===== config.mk =====
export PLATFORM = sky130hd
export DESIGN_NAME = fpa_mul
export DESIGN_NICKNAME = d
export VERILOG_FILES = /design/src/rtl/core/fpa_pkg.sv /design/src/rtl/core/fpa_mul.sv
export SDC_FILE = /design/constraint.sdc
export NUM_CORES = 2
export LEC_CHECK = 0
export BUFFER_PORTS_ARGS = -buffer_cell sky130_fd_sc_hd__buf_2
export CAP_MARGIN = 20
export CORE_AREA = 2 2 390 392
export DETAILED_ROUTE_END_ITERATION = 12
export DIE_AREA = 0 0 392 394
export GPL_TIMING_DRIVEN = 0
export PLACE_DENSITY = 0.49
export SYNTH_ARGS = -nofsm -noshare
export SYNTH_HDL_FRONTEND = slang
export SYNTH_SLANG_ARGS = --single-unit

===== constraint.sdc =====
create_clock -name i_clk -period 16.65 [get_ports i_clk]
set_input_delay 3.33 -clock i_clk [delete_from_list [all_inputs] [get_ports i_clk]]
set_output_delay 3.33 -clock i_clk [all_outputs]
set_load 0.02 [all_outputs]

===== src/rtl/core/fpa_pkg.sv =====
// Shared constants and operation codes for the Q24.8 fixed-point ALU.
package fpa_pkg;

    localparam int FPA_FRAC_BITS = 8;
    localparam int FPA_WORD      = 32;

    typedef enum logic [3:0] {
        OP_ADD      = 4'd0,
        OP_SUB      = 4'd1,
        OP_MUL      = 4'd2,
        OP_DIV      = 4'd3,
        OP_GT       = 4'd4,
        OP_LT       = 4'd5,
        OP_GE       = 4'd6,
        OP_LE       = 4'd7,
        OP_EQ       = 4'd8,
        OP_NE       = 4'd9,
        OP_MIN      = 4'd10,
        OP_MAX      = 4'd11,
        OP_INC      = 4'd12,
        OP_DEC      = 4'd13,
        OP_TO_INT   = 4'd14,
        OP_FROM_INT = 4'd15
    } t_op;

endpackage


===== src/rtl/core/fpa_mul.sv =====
// Two-stage signed fixed-point multiplier, truncating toward zero.
module fpa_mul import fpa_pkg::*; #(
    parameter int FRAC_BITS = FPA_FRAC_BITS
) (
    input  logic                       i_clk,
    input  logic signed [FPA_WORD-1:0] i_a,
    input  logic signed [FPA_WORD-1:0] i_b,
    output logic        [FPA_WORD-1:0] o_prod
);

    localparam int PW = 2 * FPA_WORD;

    logic signed [PW-1:0] r_prod;
    logic signed [PW-1:0] n_adj;
    logic        [FPA_WORD-1:0] r_res;

    always_ff @(posedge i_clk) begin
        r_prod <= i_a * i_b;
    end

    // bias negative products so the arithmetic shift truncates toward zero
    always_comb begin
        n_adj = r_prod;
        if (r_prod[PW-1]) n_adj = r_prod + PW'((64'd1 << FRAC_BITS) - 64'd1);
    end

    always_ff @(posedge i_clk) begin
        r_res <= FPA_WORD'(n_adj >>> FRAC_BITS);
    end

    assign o_prod = r_res;

endmodule


==> results summary <==
In this run, synthesis produced a sequential element count of 73. The synthesized instance count came out at 3972. The tool flagged a number of max-cap violations equal to 0.

The critical path is of the input pin to flop type. The detailed-route DRC error count is 0. The slew at the pin with the worst max-slew slack is 1.27 ns.

The detailed-route vias per instance is 4.43. By area, the combinational part of the netlist is dominated by adder cells. The remaining number of nets flagged by the antenna check after routing is 0. The synthesized design spends more area on one cell type than any other, namely sky130_fd_sc_hd__fa_1. The horizontal die dimension came out at 392 um.

In this run the core area contains 143 standard-cell rows. Cells with a size suffix above 1 make up 3.37% of the layout. Entering global routing, the biggest net connects 15 pins. The final net count is 5420. The worst register-to-register path begins at r_prod[3]$_DFF_P_.

Before antenna repair, the detailed router went through 5 iterations. The total global-route track usage came out at 19.3%. The area share of fa/ha/maj cells after synthesis is 64.3%.

The number of buffers inserted for hold repair after clock tree synthesis is 0. The number of levels in the clock H-tree is 3. The synthesized net count came out at 5303.

The startpoint of the worst hold path is r_prod[39]$_DFF_P_. The via count of the first global-routing pass came to 29.6k. A synthesized cell averages 9.39 um^2. The routed length per placed instance is 23.8 um. The post-route fraction of the period consumed by the critical path came out at 78.0%.

STA classifies the critical path startpoint as an input pin. The critical path startpoint is i_b[2]. The clock latency reported for the late side of the worst-skew pair came out at 0.35 ns. Counting flops with a built-in enable in the synthesized netlist gives 0. The post-route minimum period came out at 12.98 ns.

TritonCTS built the clock tree. After synthesis, the netlist uses 46 different library cells. The share of Yosys cell area claimed by the top area cell type is 58.1%.

The number of input and output port buffers inserted came out at 96. The number of post-CTS setup repair buffers came out at 0. The synthesized netlist devotes 1.89% of its cell area to compound gates. The fill cell instance count of the final layout came out at 16.5k. The number of pins with negative max-slew slack in the final report is 0. The standard cell core area came out at 151000 um^2. Summing every instance area after synthesis gives 37300 um^2. The simple-gate area share of the yosys netlist is 15.1%. The final sum of negative setup slack is 0 ns. The final RePlAce weighted congestion is 0.992. Data on the critical path is required at its endpoint by 16.79 ns. The xor/xnor share of the synthesized area is 1.88%. The total wire length came out at 146000 um. The die span in y came out at 394 um.

Leaving out fill and tap cells, the most frequent cell in the layout is sky130_fd_sc_hd__inv_1. Setup violations remaining at the end of the flow were counted as 0. The die covers 154000 um^2. The share of flip-flops with an asynchronous set or reset after synthesis came out at 0%.

The initial utilization of the core area, before any placement, comes to 24.8%. The starting DRC count in detailed routing came out at 2293. In this run the clock root is driven by a sky130_fd_sc_hd__clkbuf_16.

The total number of yosys warnings is 0. The min-delay analysis places its worst path in the category flop to flop. The initial antenna violation count is 47. The clock drives 73 sinks. Measured on the finished design, the core utilization comes to 27.1%. Based on the critical path, the design can be clocked at up to 77.0 MHz. The count of final hold-check violations is 0. Setup repair after global routing left no endpoint under its margin. The flow ran to the end, and the final reports show no timing, DRC or antenna violations. The maximum fanout along the worst path came out at 10.

STA classifies the critical path endpoint as a flop. The number of standard cells in the layout, taps in and fillers out is 6138. The setup slack of the worst register-to-register path came out at 13.75 ns.

The maximum buffer depth of the clock tree is 2. The wire length of the first global-routing pass came out at 212000 um. The main flop type after synthesis is sky130_fd_sc_hd__dfxtp_1.

The CTS buffer count came out at 9. The fraction of synthesized area in multiplexers is 0%. Headroom to the max-slew limit came out at 15.4%. Between clock sinks in the finished design, the worst skew comes to 0.0140 ns.

Leaving out fill and tap cells, the most frequent cells in the layout are sky130_fd_sc_hd__inv_1 (1088), sky130_fd_sc_hd__fa_1 (1082), sky130_fd_sc_hd__nand2_1 (593). Yosys attributes the largest share of cell area to sky130_fd_sc_hd__fa_1 (58%), sky130_fd_sc_hd__inv_1 (11%), sky130_fd_sc_hd__and2_1 (7.2%). Sequential elements use 3.92% of the synthesized area.

The number of vias after detailed routing is 27.2k. Global routing finished with a remaining overflow of 0. The signed area change from the synthesized netlist to the final layout is 9.57%. The number of placed I/O pins is 97.

The multi-input gate area in the final layout is 31000 um^2. After clock tree synthesis, the clock-pin slew on the worst setup and hold paths is 0.06 ns. After legalization and detailed placement, the total HPWL measured 124000 um. The arrival time of the worst setup path came out at 13.12 ns.

Registers take 1460 um^2. Post-CTS repair changed the size of 0 cells. The placed cell count came out at 6106.
-- critical path, cell delays in order --
cell	delay, ns
sky130_fd_sc_hd__buf_2	0.30
sky130_fd_sc_hd__clkbuf_1	0.94
sky130_fd_sc_hd__nand2_1	0.24
sky130_fd_sc_hd__fa_1	0.61
sky130_fd_sc_hd__fa_1	0.46
sky130_fd_sc_hd__fa_1	0.50
sky130_fd_sc_hd__fa_1	0.57
sky130_fd_sc_hd__inv_1	0.09
sky130_fd_sc_hd__fa_1	0.50
sky130_fd_sc_hd__inv_1	0.05
sky130_fd_sc_hd__fa_1	0.54
sky130_fd_sc_hd__fa_1	0.42
sky130_fd_sc_hd__fa_1	0.50
sky130_fd_sc_hd__inv_1	0.05
sky130_fd_sc_hd__ha_1	0.37
sky130_fd_sc_hd__a21oi_1	0.14
sky130_fd_sc_hd__o21ai_0	0.15
sky130_fd_sc_hd__a311oi_1	0.76
sky130_fd_sc_hd__o32ai_1	0.16
sky130_fd_sc_hd__nor2_1	0.46
sky130_fd_sc_hd__o21a_1	0.35
sky130_fd_sc_hd__a31oi_1	0.44
sky130_fd_sc_hd__a2111oi_0	0.61
sky130_fd_sc_hd__xnor2_1	0.54
-- cells in the mapped netlist (2+ instances only) --
master	number
sky130_fd_sc_hd__o21ai_0	13
sky130_fd_sc_hd__and3_1	5
sky130_fd_sc_hd__dfxtp_1	73
sky130_fd_sc_hd__o211ai_1	4
sky130_fd_sc_hd__clkbuf_1	192
sky130_fd_sc_hd__nand3_1	21
sky130_fd_sc_hd__o31ai_1	2
sky130_fd_sc_hd__a21oi_1	34
sky130_fd_sc_hd__nor3_2	3
sky130_fd_sc_hd__a31oi_1	3
sky130_fd_sc_hd__nor2b_1	3
sky130_fd_sc_hd__a211oi_1	3
sky130_fd_sc_hd__a21o_1	21
sky130_fd_sc_hd__o21bai_1	5
sky130_fd_sc_hd__inv_1	1088
sky130_fd_sc_hd__ha_1	184
sky130_fd_sc_hd__nand2_1	593
sky130_fd_sc_hd__and2_1	427
sky130_fd_sc_hd__and4_4	2
sky130_fd_sc_hd__buf_4	2
sky130_fd_sc_hd__nand2b_1	8
sky130_fd_sc_hd__a221oi_1	3
sky130_fd_sc_hd__nor2_1	62
sky130_fd_sc_hd__or2_2	2
sky130_fd_sc_hd__nor3_1	13
sky130_fd_sc_hd__a31o_2	3
sky130_fd_sc_hd__and4_1	3
sky130_fd_sc_hd__nand4_1	15
sky130_fd_sc_hd__xor2_1	25
sky130_fd_sc_hd__fa_1	1082
sky130_fd_sc_hd__or3_1	2
sky130_fd_sc_hd__o21a_1	5
sky130_fd_sc_hd__xnor2_1	55
sky130_fd_sc_hd__a21boi_0	2
sky130_fd_sc_hd__nor4_1	3
-- flip-flops by register name, indices dropped and copies added (netlist names) --
signal / count
r_prod: 41
o_prod: 32
-- cell families (layout without fill, tap and decap cells) --
group                    after synthesis  after routing
AO/OA/AOI/OAI                        107            107
other                                  0             14
adder cells (fa/ha/maj)             1266           1266
buffers and inverters               1283           1405
flip-flops                            73             73
AND/OR/NAND/NOR                     1163           1163
XOR/XNOR                              80             80
-- per-layer routing --
| layer | routed length [um] | track usage, % |
|---|---|---|
| met5 | 139 | 0 |
| met4 | 6980 | 7.40 |
| met3 | 12500 | 3.04 |
| met2 | 65500 | 30.6 |
| met1 | 60900 | 26.5 |
-- path summary, 6_finish.rpt --
| check | end | cells past startpoint |
|---|---|---|
| setup / recovery | r_prod[63]$_DFF_P_ | 24 |
| hold / removal | o_prod[31]$_DFF_P_ | 1 |
| setup reg to reg | o_prod[27]$_DFF_P_ | 12 |
| hold reg to reg | o_prod[31]$_DFF_P_ | 1 |
-- layout make-up --
| class | count | share of cell area (%) |
|---|---|---|
| well taps | 2030 | 6.22 |
| inverters | 1088 | 10.0 |
| plain buffers | 195 | 1.83 |
| repair buffers | 106 | 1.60 |
| flip-flops and latches | 73 | 3.58 |
| multi-input cells | 2616 | 75.9 |
| diodes | 14 | 0.0857 |
| clock buffers | 10 | 0.585 |
| clock inverters | 6 | 0.239 |
-- metrics by stage --
| stage | hold WS, ns | cell area [um^2] | worst slack [ns] |
|---|---|---|---|
| 6_report | 0.430 | 40900 | 3.67 |
| 3_3_place_gp | 0.420 | 40300 | 3.52 |
| 2_1_floorplan | 0.409 | 37300 | 6.21 |
| 4_1_cts | 0.428 | 40800 | 3.83 |
| 3_5_place_dp | 0.419 | 40500 | 3.45 |
| 5_1_grt | 0.448 | 40800 | 3.61 |
Power is not shown: default switching activity piles up to over one toggle a cycle in this logic, so the estimate is an artifact.
